## src/rtl/zpd_window_mem.sv

```systemverilog
// ----------------------------------------------------------------------------
// zpd_window_mem
// Window sample store: one write port, one read port, registered read data.
// ----------------------------------------------------------------------------
module zpd_window_mem #(
    parameter int DEPTH  = 64,
    parameter int ADDR_W = 6,
    parameter int DATA_W = 16
) (
    input  logic              clk,
    input  logic              we,
    input  logic [ADDR_W-1:0] waddr,
    input  logic [DATA_W-1:0] wdata,
    input  logic              re,
    input  logic [ADDR_W-1:0] raddr,
    output logic [DATA_W-1:0] rdata
);

    logic [DATA_W-1:0] mem [DEPTH];
    logic [DATA_W-1:0] rdata_reg;

    always_ff @(posedge clk)
    begin
        if (we)
        begin
            mem[waddr] <= wdata;
        end
    end

    always_ff @(posedge clk)
    begin
        if (re)
        begin
            rdata_reg <= mem[raddr];
        end
    end

    assign rdata = rdata_reg;

endmodule

```

## config.mk

```make
export PLATFORM = sky130hd
export DESIGN_NAME = zpd_window_mem
export DESIGN_NICKNAME = d
export VERILOG_FILES = /design/src/rtl/zpd_window_mem.sv
export SDC_FILE = /design/constraint.sdc
export NUM_CORES = 1
export LEC_CHECK = 0
export ABC_AREA = 1
export BUFFER_PORTS_ARGS = -buffer_cell sky130_fd_sc_hd__buf_2
export CORE_MARGIN = 3
export CORE_UTILIZATION = 40
export CTS_CLUSTER_SIZE = 28
export DETAILED_ROUTE_END_ITERATION = 16
export PLACE_DENSITY = 0.62
export RECOVER_POWER = 25
export SLEW_MARGIN = 20
export SYNTH_ARGS = -nofsm -noshare
export SYNTH_HDL_FRONTEND = slang
export SYNTH_SLANG_ARGS = --single-unit
```

## constraint.sdc

```tcl
create_clock -name clk -period 3.6 [get_ports clk]
set_clock_uncertainty 0.15 [all_clocks]
set_input_delay 0.54 -clock clk [delete_from_list [all_inputs] [get_ports clk]]
set_output_delay 0.54 -clock clk [all_outputs]
set_load 0.01 [all_outputs]
```

==> results.sh <==
export IMPL_syn_cell_area_sq_um=42260
export IMPL_largest_register_ffs=1024
export IMPL_tightestPinTransition_ns=2.810
export IMPL_synth_top_area_share_pct=73.90
export IMPL_clk_path_buf_depth=3
export IMPL_insertion_delay_ns=0.67
export IMPL_synth_cells=3517
export IMPL_slowest_delay_ns=1.94
export IMPL_min_path_type="in -> reg"
export IMPL_vias=27370
export IMPL_ctsResizeCount=0
export IMPL_place_congestion=0.8411
export IMPL_first_pass_iters=6
export IMPL_nets=3616
export IMPL_overflow=0
export IMPL_route_antenna_remaining_nets=0
export IMPL_cts_made_buffers=106
export IMPL_slew_headroom_pct=-87.33
export IMPL_die_w_microns=331.0
export IMPL_fmax_mhz=367.5
export IMPL_core_area_sq_um=104200
export IMPL_power_uw=25480
export IMPL_ir_worst_vdd_mv=0.4081
export IMPL_nFillCells=9419
export IMPL_drive_gt1_share_pct=8.878
export IMPL_cp_end_kind="flop"
export IMPL_synth_ff_type="edfxtp_1"
export IMPL_dp_hpwl_microns=65550
export IMPL_leakage_uw=0.01697
export IMPL_cts_max_level=3
export IMPL_slowest_stage="clkbuf_1"
export IMPL_min_period_over_period_pct=75.59
export IMPL_totalWireLength_microns=114000
export IMPL_initial_core_util_pct=40.54
export IMPL_rsz0062_at_grt="no"
export IMPL_synth_seq_cells=1040
export IMPL_clk_pin_slew_ns=0.06
export IMPL_dieArea_sq_um=109600
export IMPL_maxSlewViolCount=405
export IMPL_syn2layout_area_growth_pct=12.41
export IMPL_arrival_ns=3.04
export IMPL_drt_iter0_markers=3368
export IMPL_grt_pass1_wl_microns=169300
export IMPL_fin_cells=5057
export IMPL_grt_max_degree=171
export IMPL_cp_cell_sequence="clkbuf_1 > buf_4"
export IMPL_synth_largest_area_cell="edfxtp_1"
export IMPL_synth_common_cells="nand2_1, edfxtp_1, nand3_1"
export IMPL_grt_pass1_vias=25670
export IMPL_cts_sinks=1040
export IMPL_syn_nets=3548
export IMPL_rows=118
export IMPL_io_pins=47
export IMPL_startpoint_type="primary input"
export IMPL_post_route_util_pct=45.57
export IMPL_critPathMaxFanout=49
export IMPL_fp_dieH_microns=331.0
export IMPL_cts_root_buf="clkbuf_16"
export IMPL_post_drt_wl_per_cell_microns=22.54
export IMPL_crit_type="in -> reg"
export IMPL_crit_family="buffers and inverters"
export IMPL_synth_top_cells_by_area="edfxtp_1, nand2_1, nand3_1, buf_2, buf_6"
export IMPL_fin_crit_ns=2.721
export IMPL_grt_antenna_before_repair=11
export IMPL_cts_tree="built"
export IMPL_viasPerCell=5.412
export IMPL_violations="capacitance limit, slew limit"
export IMPL_hold_viol=0
export IMPL_syn_avg_cell_area_sq_um=12.02
export IMPL_io_buffers=46
export IMPL_p_per_area_nw_per_um2=536.4
export IMPL_async_flop_share_pct=0
export IMPL_status="finished, violations left"
export IMPL_yosysUniqueCellTypes=15
export IMPL_drv_cap=12
export IMPL_yosysMostFrequentCell="nand2_1"
export IMPL_dp_cells=4857
export IMPL_cp_required_ns=3.92
export IMPL_yosysWarnings=0
export IMPL_drc_errors=0
export IMPL_grt_total_usage_pct=20.72
export IMPL_synth_edff_count=1040
export IMPL_crit_buf_inv=2
export IMPL_setup_tns_ns=0
export IMPL_fin_hold_ws_ns=0.2274
export IMPL_cts_hold_fix_buffers=0
export IMPL_postCtsSetupBuffers=0
export IMPL_setup_viol=0
export IMPL_synth_seq_area_share_pct=73.90
final timing paths:
kind | startpoint | to | slack, ns | depth (start not counted)
worst max-delay path | wdata[1] | mem[37][1] | 0.88 | 2
worst min-delay path | wdata[10] | mem[18][10] | 0.23 | 1
worst max register to register | mem[55][3] | rdata[3] | 1.77 | 8
worst min register to register | mem[40][1] | rdata[1] | 0.73 | 8
metal layers:
layer  GRT usage, %  share of wire, %  vias up
li1               -                 -    12560
met1          30.22                42    13390
met2          31.08                45     1248
met3          4.214               9.7      164
met4          7.019               2.9        4
met5              0             0.026        -
power by group:
| group | leakage, uW | internal (uW) | total [uW] | switching, uW |
|---|---|---|---|---|
| sequential | 0.00937 | 13400 | 13500 | 51.6 |
| combinational | 0.00600 | 404 | 1610 | 1210 |
| clock | 0.00160 | 5860 | 10400 | 4520 |
stage by stage:
| step | worst slack [ns] | instance area, sq um |
|---|---|---|
| finish | 0.8789 | 47500 |
| global route | 0.6377 | 47490 |
| CTS | 1.288 | 47530 |
| detailed placement | 0.5977 | 44270 |
| global placement | 0.5990 | 44270 |
| floorplan | 0.3559 | 42260 |
cells in the final DEF (no fill, tap or decap):
| cell type | instances |
|---|---|
| nand2_1 | 1296 |
| edfxtp_1 | 1040 |
| nand3_1 | 871 |
| buf_4 | 108 |
| clkbuf_16 | 107 |
| nor2_1 | 56 |
| clkbuf_1 | 38 |
| clkinv_1 | 28 |
| buf_2 | 28 |
| buf_12 | 28 |
| clkinv_2 | 23 |
| nand4_1 | 9 |
| inv_1 | 8 |
| nor4_2 | 8 |
| bufinv_16 | 6 |
| diode_2 | 5 |
| inv_6 | 4 |
| clkinvlp_4 | 4 |
| clkinv_8 | 2 |
| buf_8 | 2 |
| inv_16 | 1 |
| inv_8 | 1 |
| inv_4 | 1 |
| inv_2 | 1 |
| clkinv_4 | 1 |
| clkbuf_2 | 1 |
area by class of cell:
| cell class | count | area (sq um) | area share (%) |
|---|---|---|---|
| Timing Repair Buffer | 185 | 1614 | 3.398 |
| Tap cell | 1380 | 1727 | 3.635 |
| Antenna cell | 5 | 12.51 | 0.02634 |
| Clock buffer | 127 | 2753 | 5.795 |
| Clock inverter | 68 | 506.7 | 1.067 |
| Multi-Input combinational cell | 2240 | 9590 | 20.19 |
| Inverter | 12 | 71.32 | 0.1501 |
| Sequential cell | 1040 | 31230 | 65.74 |
cells by family after synthesis:
| family | share of synthesized area (%) |
|---|---|
| flip-flops | 73.90 |
| AND/OR/NAND/NOR | 22.58 |
| buffers and inverters | 3.523 |
Note: power is estimated with default switching activity, not from simulation.
