==> config.mk <==
export PLATFORM = sky130hd
export DESIGN_NAME = zpd_isqrt
export DESIGN_NICKNAME = d
export VERILOG_FILES = /design/src/rtl/zpd_isqrt.sv
export SDC_FILE = /design/constraint.sdc
export NUM_CORES = 1
export LEC_CHECK = 0
export ABC_AREA = 1
export BUFFER_PORTS_ARGS = -buffer_cell sky130_fd_sc_hd__buf_2
export CAP_MARGIN = 25
export CORE_ASPECT_RATIO = 1.25
export CORE_MARGIN = 2
export CORE_UTILIZATION = 50
export CTS_CLUSTER_SIZE = 16
export DETAILED_ROUTE_END_ITERATION = 12
export PLACE_DENSITY = 0.78
export SKIP_LAST_GASP = 1
export SLEW_MARGIN = 30
export SYNTH_ARGS = -nofsm -noshare
export SYNTH_HDL_FRONTEND = slang
export SYNTH_SLANG_ARGS = --single-unit
==> constraint.sdc <==
create_clock -name clk -period 2.66 [get_ports clk]
set_input_delay 0.133 -clock clk [delete_from_list [all_inputs] [get_ports clk]]
set_output_delay 0.133 -clock clk [all_outputs]
set_load 0.05 [all_outputs]
==> src/rtl/zpd_isqrt.sv <==
// ----------------------------------------------------------------------------
// zpd_isqrt
// Floor square root, digit by digit, two radicand bits per cycle.
// ----------------------------------------------------------------------------
module zpd_isqrt #(
    parameter int RAD_W = 46
) (
    input  logic               clk,
    input  logic               rst_n,
    input  logic               start,
    input  logic [RAD_W-1:0]   radicand,
    output logic               busy,
    output logic [RAD_W/2-1:0] root
);

    localparam int ROOT_W = RAD_W / 2;
    localparam int CNT_W  = $clog2(ROOT_W + 1);

    logic              busy_reg;
    logic [CNT_W-1:0]  cnt_reg;
    logic [RAD_W-1:0]  rad_reg;
    logic [ROOT_W+1:0] rem_reg;
    logic [ROOT_W-1:0] root_reg;
    logic [ROOT_W+1:0] rem_sh;
    logic [ROOT_W+1:0] trial;
    logic              fits;

    always_comb
    begin
        rem_sh = {rem_reg[ROOT_W-1:0], rad_reg[RAD_W-1:RAD_W-2]};
        trial  = {root_reg, 2'b01};
        fits   = (rem_sh >= trial);
    end

    always_ff @(posedge clk or negedge rst_n)
    begin
        if (!rst_n)
        begin
            busy_reg <= 1'b0;
            cnt_reg  <= '0;
        end
        else if (start)
        begin
            busy_reg <= 1'b1;
            cnt_reg  <= CNT_W'(ROOT_W);
        end
        else if (busy_reg)
        begin
            cnt_reg  <= cnt_reg - 1'b1;
            busy_reg <= (cnt_reg != CNT_W'(1));
        end
    end

    always_ff @(posedge clk)
    begin
        if (start)
        begin
            rad_reg  <= radicand;
            rem_reg  <= '0;
            root_reg <= '0;
        end
        else if (busy_reg)
        begin
            rad_reg  <= {rad_reg[RAD_W-3:0], 2'b00};
            rem_reg  <= fits ? (rem_sh - trial) : rem_sh;
            root_reg <= {root_reg[ROOT_W-2:0], fits};
        end
    end

    assign busy = busy_reg;
    assign root = root_reg;

endmodule

==> results.txt <==
Combinational logic burns 54.0% of the power. The total wire length is 13,400 microns. The count of antenna-violating nets left after detailed routing is 0. The internal portion of the total power is 3.80 mW.

The count of nets after finishing came out at 941. By area, the combinational part of the netlist is dominated by simple AND/OR/NAND/NOR gates. The post-route DRC violation count is 0. STA classifies the critical path endpoint as a register. The initial standard-cell utilization of the core came out at 51.4%.

The repair_antennas step left the layout with diodes totalling 0. The die outline area came out at 12,300 sq um. The layout overhead on the synthesized area came out at 14.3%. The detailed router finished its first iteration with 281 violations.

The standard cell core area came out at 11,100 sq um. The number of failing setup endpoints in the final timing report is 0. The number of hold violations in the final report is 0. The number of vias per cell is 5.08. The tree is rooted in a clkbuf_16. The register with the most flip-flops in the layout has 46 of them. In this run the register-to-register setup slack is 0.21 ns. The later-pin clock latency in the skew report came out at 0.35 ns. For the pin with the worst max-slew slack, the measured transition is 0.614 ns.

The area share of the leading cell type in the synthesized netlist is 24.1%. Walking the worst path, the cells encountered are inv_1, ha_1, nand2_1, inv_1, nand2_1, nand2_1, inv_1, nand2_1, a21oi_2, nand3_4, or2_2, nand3_1, nand2_1. Together, buffers and inverters on the worst path number 3.

Counting every instance in the synthesized netlist gives 793. In this run the power density over the cells is 1080 nW/um^2. The number of global-route vias before repair came out at 4,981. The first TritonRoute pass finished after 5 iterations. The analysis attributes to cell leakage a power of 3.47 nW. The biggest area contributor in the post-synthesis netlist is edfxtp_1.

The boundary pin count is 73. The wire length of the first global-routing pass came out at 22,600 microns. The slowest stage of the critical path belongs to the cell or2_2. The Yosys warning count came out at 0. The share of total power dissipated in the clock network is 18.4%.

The net count after synthesis came out at 869. The compound-cell area share of the yosys netlist came out at 7.28%. The run finished with clean final reports.

Yosys mapped a number of flops with a built-in enable equal to 46. The worst path required time is 2.92 ns. The overall track demand over capacity in global routing is 23.2%. The family with the most delay on the worst path is simple AND/OR/NAND/NOR gates. Of all nets on the critical path, the largest fanout is 33. The layout has 1,040 filler cells.

The flip-flop and latch count after synthesis came out at 98. The global route total overflow came out at 0. The share of total power in sequential cells came out at 27.6%. IR analysis of the VDD net gives a maximum drop of 451 uV.

After detailed routing, the average wire length per cell comes to 13.4 microns. The timing-limited maximum frequency is 408 MHz. The H-tree depth reported by CTS came out at 3. Among all flip-flop cells after synthesis, the most frequent one is edfxtp_1. The number of core rows came out at 43. The fraction of final layout cells with drive strength greater than 1 came out at 14.5%. The area share of fa/ha/maj cells after synthesis came out at 5.90%. The pin count of the biggest net entering global routing is 54. The global placement routability congestion is 0.989. The storage element area came out at 2450 sq um. The netlist area before placement came out at 5720 sq um. The die height is 124 microns. Clock skew on the completed layout was measured at 0.00704 ns. The critical path class is register to register. The routed layout has 5,103 vias. The TritonCTS buffer count came out at 9. In this run the deepest clock path goes through 2 buffers. In this run the worst hold path is classified as primary input to register. The worst setup path is launched from a register. On the worst path, the slowest cell contributes a delay of 0.41 ns.

The number of buffers added on ports came out at 72. In the final layout, the multi-input gates occupy 2720 sq um. The number of max-slew violations in the final report is 0. Summed over all failing endpoints, the final setup total negative slack is 0 ns. TritonCTS built the clock tree. The number of clock sinks seen by CTS came out at 98. Net switching is 46.3% of the power.

In this run the tightest slew margin relative to its limit is 59.0%. The design draws 7.08 mW. The post-synthesis mux area share is 0%.

The async set-reset flop share out of synthesis came out at 6.12%. After clock tree synthesis, the clock-pin slew on the worst setup and hold paths is 0.07 ns. The worst path uses 92.1% of the clock period. The net switching power came out at 3.28 mW. The shortest period the worst path allows came out at 2.45 ns.

Yosys instantiated no cell more often than nand2_1. Summing the areas of all xor and xnor instances in the mapped netlist gives 1.22% of the synthesized area. The worst path arrival time came out at 2.71 ns. The die span in x came out at 99.7 microns. Counting stages on the worst path, the most repeated cell is nand2_1. The max capacitance violation total came out at 0.

The number of antenna violations at the first check in global routing is 0. The wire-length estimate of the detail-placed layout is 10,100 microns. Setup repair after global routing left no endpoint under its margin.

By count the netlist is led by nand2_1 (332), inv_1 (114), dfxtp_1 (46), edfxtp_1 (46), nor2_1 (40). After synthesis, flip-flops and latches occupy 42.9% of the total area. The synthesized netlist devotes 33.0% of its cell area to simple gates.

The count of unique library cells instantiated by Yosys came out at 40. Averaged over all synthesized cells, the footprint is 7.22 sq um. After synthesis, the cell types taking the most area are edfxtp_1 (24%), nand2_1 (22%), dfxtp_1 (16%), inv_1 (7.5%), ha_1 (5.9%).
==> final timing paths <==
kind | from | endpoint | depth (start not counted)
setup / recovery | root[13]$_SDFFE_PP0P_ | rem_reg[13]$_SDFFE_PP0P_ | 13
hold / removal | radicand[0] | rad_reg[0]$_SDFFCE_PN0P_ | 3
setup reg to reg | root[13]$_SDFFE_PP0P_ | rem_reg[13]$_SDFFE_PP0P_ | 13
hold reg to reg | rem_reg[14]$_SDFFE_PP0P_ | rem_reg[14]$_SDFFE_PP0P_ | 2
max in group asynchronous | rst_n | cnt_reg[2]$_DFFE_PN0P_ | 2
min in group asynchronous | rst_n | cnt_reg[4]$_DFFE_PN0P_ | 2
==> cell families after synthesis <==
logic type | Yosys count
compound gates | 73
xor+xnor | 8
fa+ha+maj | 27
buf+inv | 141
flops | 98
simple gates | 446
==> tightest hold or removal path: cells and delay by family <==
family | cells | cell delay [ns]
buf+inv | 2 | 0.12
simple gates | 1 | 0.04
==> layout by cell type, fill, tap and decap left out, drive strengths merged, types with 3 or more instances in the layout <==
| cell type | instances |
|---|---|
| nand2 | 336 |
| inv | 122 |
| buf | 83 |
| edfxtp | 46 |
| dfxtp | 46 |
| nor2 | 45 |
| nand3 | 36 |
| ha | 27 |
| a21oi | 24 |
| o22ai | 22 |
| o21ai | 18 |
| nand4 | 13 |
| clkbuf | 9 |
| nor3 | 9 |
| xnor2 | 7 |
| dfrtp | 6 |
| o21bai | 3 |
| o211ai | 3 |
| nand3b | 3 |
| or2 | 3 |
==> power groups by stage <==
stage	Clock [mW]	Sequential [mW]	Combinational, mW
2_1_floorplan	0	1.98	3.02
3_3_place_gp	0	1.98	3.72
3_5_place_dp	0	1.99	3.77
4_1_cts	1.32	1.96	3.80
5_1_grt	1.37	1.98	4.34
6_report	1.30	1.96	3.83
==> per-layer routing <==
layer	track usage, %	up-vias	wire [microns]
met3	4.04	28	611
met2	41.4	129	6570
met4	10.4	0	408
met5	0	-	0
li1	-	2654	-
met1	27.3	2292	5850
==> per-stage QoR <==
step	hold WS (ns)	area [sq um]	setup slack (ns)	std cells	utilization [%]
3_3_place_gp	-0.0349	6230	0.280	988	56.0
5_1_grt	0.0505	6540	0.0109	1005	58.7
2_1_floorplan	-0.163	5730	0.285	793	-
4_1_cts	0.0381	6540	0.204	1005	58.7
3_5_place_dp	-0.0379	6230	0.233	988	56.0
6_report	0.0395	6540	0.210	1005	58.7
==> final cells by class <==
type,count,share of cell area (%)
multi-input cells,554,41.5
flip-flops and latches,98,37.5
repair buffers,84,7.12
inverters,118,6.77
clock buffers,9,3.44
well taps,135,2.58
clock inverters,7,1.07
==> what timing repair did <==
action / CTS / global route
resized for setup: 0 / 0
hold endpoints to repair: 6 / 0
hold buffers: 1 / 0
buffers inserted: 0 / 0
(Power assumes the default switching activity.)
