$ cat src/rtl/zpd_divider.sv
// ----------------------------------------------------------------------------
// zpd_divider
// Unsigned restoring divider, one quotient bit per cycle.
// ----------------------------------------------------------------------------
module zpd_divider #(
    parameter int DIVIDEND_W = 23,
    parameter int DIVISOR_W  = 7
) (
    input  logic                  clk,
    input  logic                  rst_n,
    input  logic                  start,
    input  logic [DIVIDEND_W-1:0] dividend,
    input  logic [DIVISOR_W-1:0]  divisor,
    output logic                  busy,
    output logic [DIVIDEND_W-1:0] quotient,
    output logic [DIVISOR_W-1:0]  remainder
);

    localparam int CNT_W = $clog2(DIVIDEND_W + 1);

    logic                  busy_reg;
    logic [CNT_W-1:0]      cnt_reg;
    logic [DIVIDEND_W-1:0] quo_reg;
    logic [DIVISOR_W-1:0]  rem_reg;
    logic [DIVISOR_W-1:0]  divs_reg;
    logic [DIVISOR_W:0]    trial;
    logic [DIVISOR_W:0]    diff;
    logic                  fits;

    always_comb
    begin
        trial = {rem_reg, quo_reg[DIVIDEND_W-1]};
        diff  = trial - {1'b0, divs_reg};
        fits  = (trial >= {1'b0, divs_reg});
    end

    always_ff @(posedge clk or negedge rst_n)
    begin
        if (!rst_n)
        begin
            busy_reg <= 1'b0;
            cnt_reg  <= '0;
        end
        else if (start)
        begin
            busy_reg <= 1'b1;
            cnt_reg  <= CNT_W'(DIVIDEND_W);
        end
        else if (busy_reg)
        begin
            cnt_reg  <= cnt_reg - 1'b1;
            busy_reg <= (cnt_reg != CNT_W'(1));
        end
    end

    always_ff @(posedge clk)
    begin
        if (start)
        begin
            quo_reg  <= dividend;
            rem_reg  <= '0;
            divs_reg <= divisor;
        end
        else if (busy_reg)
        begin
            quo_reg <= {quo_reg[DIVIDEND_W-2:0], fits};
            rem_reg <= fits ? diff[DIVISOR_W-1:0] : trial[DIVISOR_W-1:0];
        end
    end

    assign busy      = busy_reg;
    assign quotient  = quo_reg;
    assign remainder = rem_reg;

endmodule

$ cat config.mk
export PLATFORM = sky130hd
export DESIGN_NAME = zpd_divider
export DESIGN_NICKNAME = d
export VERILOG_FILES = /design/src/rtl/zpd_divider.sv
export SDC_FILE = /design/constraint.sdc
export NUM_CORES = 1
export LEC_CHECK = 0
export ABC_AREA = 1
export CAP_MARGIN = 20
export CORE_ASPECT_RATIO = 0.8
export CORE_MARGIN = 4
export CORE_UTILIZATION = 56
export DETAILED_ROUTE_END_ITERATION = 16
export DONT_BUFFER_PORTS = 1
export GPL_ROUTABILITY_DRIVEN = 1
export PLACE_DENSITY = 0.71
export SLEW_MARGIN = 20
export SYNTH_ARGS = -nofsm -noshare
export SYNTH_HDL_FRONTEND = slang
export SYNTH_SLANG_ARGS = --single-unit
$ cat constraint.sdc
create_clock -name clk -period 1.56 [get_ports clk]
set_input_delay 0.156 -clock clk [delete_from_list [all_inputs] [get_ports clk]]
set_output_delay 0.156 -clock clk [all_outputs]
set_load 0.1 [all_outputs]
==> flow_metrics.tcl, run 1 <==
set metrics [dict create \
    status "complete, but fails checks" \
    failed_checks "negative setup slack" \
    vdd_drop_max_v 0.001209 \
    dr_wl_met2_um 2612 \
    portBuffers 0 \
    dpl_worst_slack_ns -0.2014 \
    largest_register_ffs 23 \
    dr.pass1.iters 4 \
    netlist_area_um2 2241 \
    worstPathArrival_ns 1.88 \
    wl_met3_um 335 \
    worstPathRequired_ns 1.71 \
    setup_violations 8 \
    tightest_slew_ns 0.5073 \
    timing.final.ws_setup_ns -0.1778 \
    hold_path_class "in2reg" \
    grt_antenna_before_repair 0 \
    period_minus_slack_ns 1.738 \
    critPathMaxFanout 8 \
    grt_pass1_wl_um 8914 \
    vias_per_cell 5.118 \
    syn_inst 254 \
    cap_violations 0 \
    fin_skew_ns 0.006945 \
    initial_utilization_pct 58.53 \
    drv_slew 0 \
    fin_crit_sh_pct 111.4 \
    grt-ovfl-total 0 \
    avgSynthCellArea_um2 8.822 \
    relSlewSlack_pct 66.13 \
    grt.total_usage_pct 22.85 \
    grt_max_degree 28 \
    drt_wl_total_um 5303 \
    m1WireLength_um 2254 \
    topRoutingLayerUsed "met4" \
    endpoint_kind "flop" \
    cts_tree "built" \
    fin_hold_ws_ns 0.04689 \
    die_area_um2 5084 \
    yosysWarnings 0 \
    cts_max_level 2 \
    hold_viol_final 0 \
    yosysUniqueCellTypes 29 \
    critPathKind "reg2reg" \
    synth.top_cell.area_share_pct 40.20 \
    p_leak_nw 1.408 \
    numCtsBuffers 5 \
    max_freq_ghz 0.5754 \
    pin_count 64 \
    final_util_pct 74.58 \
    layout.nets 351 \
    clock_latency_ns 0.29 \
    rsz0062_at_grt "true" \
    yosysSeqAreaShare_pct 53.15 \
    gp_congestion 0.8890 \
    synth_seq_cells 43 \
    ant_nets 0 \
    die_w_um 78.73 \
    n_antenna_cell 0 \
    hpwlAfterDp_um 3817 \
    synthTopCellsByArea "edfxtp_1, nand2_1, dfrtp_1, dfxtp_1, ha_1" \
    wl_per_cell_um 14.57 \
    drtIter0Drc 107 \
    power_density_nw_per_um2 1800 \
    layout-drive-gt1-share_pct 26.86 \
    die_h_um 64.58 \
    syn_to_final_growth_pct 27.41 \
    drc 0 \
    clk_pin_slew_ns 0.08 \
    synth_nets 297 \
    clockRootBuffer "clkbuf_8" \
    clk_path_buf_depth 2 \
    cts_sinks 43 \
    startpoint_type "flop" \
    core_um2 3829 \
    core.rowCount 20 \
    num_vias 1863 \
    grt_pass1_vias 1907 \
    yosysTopAreaCell "edfxtp_1" \
]
layout make-up:
class	instances	area, µm²
Fill cell	303	973.4
Clock buffer	6	72.57
Timing Repair Buffer	52	425.4
Inverter	30	112.6
Tap cell	55	68.82
Multi-Input combinational cell	176	969.7
Sequential cell	43	1194
Clock inverter	2	12.51
power by group:
group / leakage [nW] / switching (W) / internal [W]
sequential: 0.440 / 0.000105 / 0.00141
combinational: 0.924 / 0.00205 / 0.000880
clock: 0.0432 / 0.000380 / 0.000317
total: 1.41 / 0.00253 / 0.00261
stage by stage:
step | cells | TNS (ns) | cell area [µm²] | power (W)
2_1_floorplan | 254 | -5.815 | 2253 | 0.003645
3_3_place_gp | 345 | -0.8386 | 2620 | 0.004257
3_5_place_dp | 345 | -1.478 | 2620 | 0.004328
4_1_cts | 363 | -1.161 | 2828 | 0.005107
5_1_grt | 364 | -2.072 | 2855 | 0.005441
6_report | 364 | -1.315 | 2855 | 0.005140
kinds of logic after synthesis:
family	share of synthesized area, %
fa+ha+maj	5.919
buf+inv	6.030
simple gates	30.77
flops	53.15
xor+xnor	0.7818
compound gates	3.350
synthesized netlist by cell type (all sizes together):
cell type	number
inv	30
buf	1
nand3	18
dfrtp	6
nand3b	5
nand2	115
dfxtp	7
nor3	3
a22oi	1
or2	1
fa	1
edfxtp	30
nand4	2
a31oi	2
ha	9
xor2	2
nor2	9
a21oi	4
o21ai	4
clkbuf	4
worst paths after layout:
kind                                           to  cells past startpoint              startpoint  slack [ns]
min in group asynchronous  cnt_reg[2]$_DFFE_PN0P_                      1                   rst_n        0.17
setup reg to reg            quotient[0]$_DFFE_PP_                      9   divs_reg[0]$_DFFE_PP_       -0.18
hold reg to reg            cnt_reg[4]$_DFFE_PN0P_                      1  cnt_reg[4]$_DFFE_PN0P_        0.49
hold / removal             quotient[10]$_DFFE_PP_                      2            dividend[10]        0.05
max in group asynchronous          busy$_DFF_PN0_                      1                   rst_n        1.14
setup / recovery            quotient[0]$_DFFE_PP_                      9   divs_reg[0]$_DFFE_PP_       -0.18
layer usage:
layer / up-vias / track usage [%]
li1: 923 / -
met1: 866 / 28.87
met2: 62 / 38.24
met3: 12 / 5.417
met4: 0 / 8.515
met5: - / 0
timing repair:
item                       in CTS  in global routing
gates resized for setup         7                  3
setup endpoints to repair       8                  8
setup buffers                   1                  1
hold endpoints to repair       22                  0
pin swaps                       7                  6
hold buffers                    9                  0
cells in the final DEF (no fill, tap or decap), drive strengths merged:
cell	Yosys	final
ha	9	9
a31oi	2	2
nand2	115	115
dfxtp	7	7
clkinv	0	1
xor2	2	2
edfxtp	30	30
inv	30	31
dfrtp	6	6
buf	1	43
a22oi	1	1
nor3	3	3
fa	1	1
clkbuf	4	6
a21oi	4	4
dlygate4sd3	0	9
nor2	9	9
or2	1	1
o21ai	4	4
nand3b	5	5
nand4	2	2
nand3	18	18
critical path: stages (launching register included):
cell      delay [ns]
edfxtp_1        0.42
ha_4            0.19
fa_2            0.35
inv_2           0.08
nand2_2         0.05
nand2_2         0.09
nand2_2         0.07
nand2_2         0.09
nand2_4         0.08
a31oi_1         0.17
Power figures use the tool's default switching activity.
==> inputs of run 2 (changes only) <==
==> constraint.sdc (replaced) <==
create_clock -name clk -period 1.56 [get_ports clk]
set_input_delay 0.312 -clock clk [delete_from_list [all_inputs] [get_ports clk]]
set_output_delay 0.312 -clock clk [all_outputs]
set_load 0.1 [all_outputs]
==> run 2 against run 1 <==
- largest cell class unchanged
- count of clock-buffer cells in the layout stayed put
- cell count down 2.5%
- sequential power hardly changed
- highest routed layer unchanged
- total power decreased by 1.8%
- the flow still finishes with violations (negative setup slack)
==> flow_metrics.tcl, run 2 (synthesis gave the netlist of run 1 again) <==
set metrics [dict create \
    status "complete, but fails checks" \
    failed_checks "negative setup slack" \
    tightest_slew_ns 0.4950 \
    fin_crit_sh_pct 108.8 \
    initial_utilization_pct 58.53 \
    max_freq_ghz 0.5891 \
    use_met3_pct 5.278 \
    grt_max_degree 36 \
    critPathKind "reg2reg" \
    clk_pin_slew_ns 0.08 \
    wl_per_cell_um 13.73 \
    grt_pass1_wl_um 8314 \
    worst-path-buf-inv 1 \
    setup_violations 8 \
    timing.final.ws_setup_ns -0.1376 \
    use_met2_pct 32.63 \
    p_sw_w 0.002490 \
    cts_tree "built" \
    worstPathRequired_ns 1.73 \
    grt_pass1_vias 1784 \
    layout.nets 342 \
    layout.cells.most_common_list "nand2_1, buf_4, edfxtp_1" \
    layout-drive-gt1-share_pct 27.00 \
    grt_antenna_before_repair 0 \
    met1_usage_pct 28.12 \
    power.share.switching_pct 49.32 \
    drt_wl_total_um 4874 \
    numCtsBuffers 5 \
    syn_to_final_growth_pct 22.95 \
    clock_power_share_pct 13.6 \
    dp.cells 344 \
    hold_viol_final 0 \
    fin_skew_ns 0.005800 \
    portBuffers 0 \
    critPathMaxFanout 7 \
    largest_register_ffs 23 \
    core.rowCount 20 \
    rsz0062_at_grt "true" \
    ant_nets 0 \
    core_um2 3829 \
    period_minus_slack_ns 1.698 \
    cp_top_family "adder cells" \
    grt-ovfl-total 0 \
    p_seq_share_pct 29.7 \
    die_w_um 78.73 \
    num_vias 1788 \
    cellInternalPower_w 0.002558 \
    max_stage_delay_ns 0.42 \
    grt.total_usage_pct 21.10 \
    clock_latency_ns 0.30 \
    final_util_pct 71.96 \
    vias_per_cell 5.037 \
    endpoint_kind "flop" \
    power_density_nw_per_um2 1832 \
    total_power_w 0.005048 \
    grt_busiest_layer "met2" \
    cap_violations 0 \
    n_antenna_cell 0 \
    vdd_drop_max_v 0.001001 \
    cpMostUsedCell "nand2_2" \
    drtIter0Drc 157 \
    hold_path_class "in2reg" \
    clockRootBuffer "clkbuf_8" \
    final_cells 355 \
    cts_sinks 43 \
    final_common_cell "nand2_1" \
    cts_max_level 2 \
    die_h_um 64.58 \
    gp_congestion 0.8922 \
    cp_cell_sequence "ha_4 -> fa_2 -> inv_2 -> nand2_2 -> nand2_2 -> nand3_2 -> nand3_4 -> nand2_1 -> nand3_1 -> o21ai_2" \
    cp_slowest_cell "edfxtp_1" \
    die_area_um2 5084 \
    dr.pass1.iters 4 \
    relSlewSlack_pct 66.95 \
    drc 0 \
    combPwrFrac_pct 56.7 \
    startpoint_type "flop" \
    worstPathArrival_ns 1.87 \
    hpwlAfterDp_um 3592 \
    clk_path_buf_depth 2 \
    p_leak_nw 1.364 \
    drv_slew 0 \
    pin_count 64 \
]
==> run 2: cell types whose count changed in the layout (fill, tap and decap cells not counted) <==
cell           delta
buf_4             -1
clkinv_1          -1
clkinv_2          +1
clkinvlp_4        +1
dlygate4sd3_1     -8
inv_6             -1
nand2_1           -1
nand2_2           +1
nand3_1           +3
nand3_2           -3
==> run 2: cell type report <==
cell class | count | area, µm²
sequential | 43 | 1194
fill | 313 | 1074
multi-input combinational | 176 | 957.2
timing repair buffer | 43 | 337.8
inverter | 30 | 112.6
clock buffer | 6 | 72.57
tap | 55 | 68.82
clock inverter | 2 | 12.51
==> run 2: power by group through the flow <==
stage,sequential (W),combinational [W],clock [W]
global placement,0.00151,0.00272,0
CTS,0.00150,0.00282,0.000704
finish,0.00150,0.00286,0.000689
floorplan,0.00259,0.00105,0
detailed placement,0.00152,0.00277,0
global route,0.00152,0.00308,0.000756
==> run 2: final timing paths <==
path | startpoint | slack [ns] | endpoint | depth (start not counted)
hold / removal | divisor[5] | 0.10 | divs_reg[5]$_DFFE_PP_ | 0
max in group asynchronous | rst_n | 1.00 | busy$_DFF_PN0_ | 1
min in group asynchronous | rst_n | 0.32 | cnt_reg[3]$_DFFE_PN0P_ | 1
setup reg to reg | divs_reg[0]$_DFFE_PP_ | -0.14 | remainder[0]$_SDFFE_PP0P_ | 10
hold reg to reg | cnt_reg[4]$_DFFE_PN0P_ | 0.49 | cnt_reg[4]$_DFFE_PN0P_ | 1
setup / recovery | divs_reg[0]$_DFFE_PP_ | -0.14 | remainder[0]$_SDFFE_PP0P_ | 10
==> run 2: metrics by stage <==
step                hold slack, ns  TNS, ns  setup slack (ns)  area, µm²
finish                      0.1041  -0.8680           -0.1376       2755
global route               0.09107   -1.620           -0.2286       2755
CTS                        0.09649  -0.7916           -0.1240       2730
detailed placement         0.01658   -1.314           -0.1808       2613
global placement           0.01657  -0.8605           -0.1175       2613
floorplan                  0.01641   -5.815           -0.7362       2253
==> run 2: routing by layer <==
metal	wire (µm)	part of all wire, %	vias to the layer above
met5	0	0	-
met3	351	7.2	11
met1	2157	44	812
met2	2250	46	59
met4	114	2.3	0
li1	-	-	906
==> run 2: timing repair <==
action / in CTS / in global routing
hold buffers: 1 / 0
endpoints found under the hold margin: 6 / 0
setup endpoints to repair: 8 / 8
buffers inserted: 1 / 1
gates resized for setup: 4 / 4
pin swaps: 6 / 4
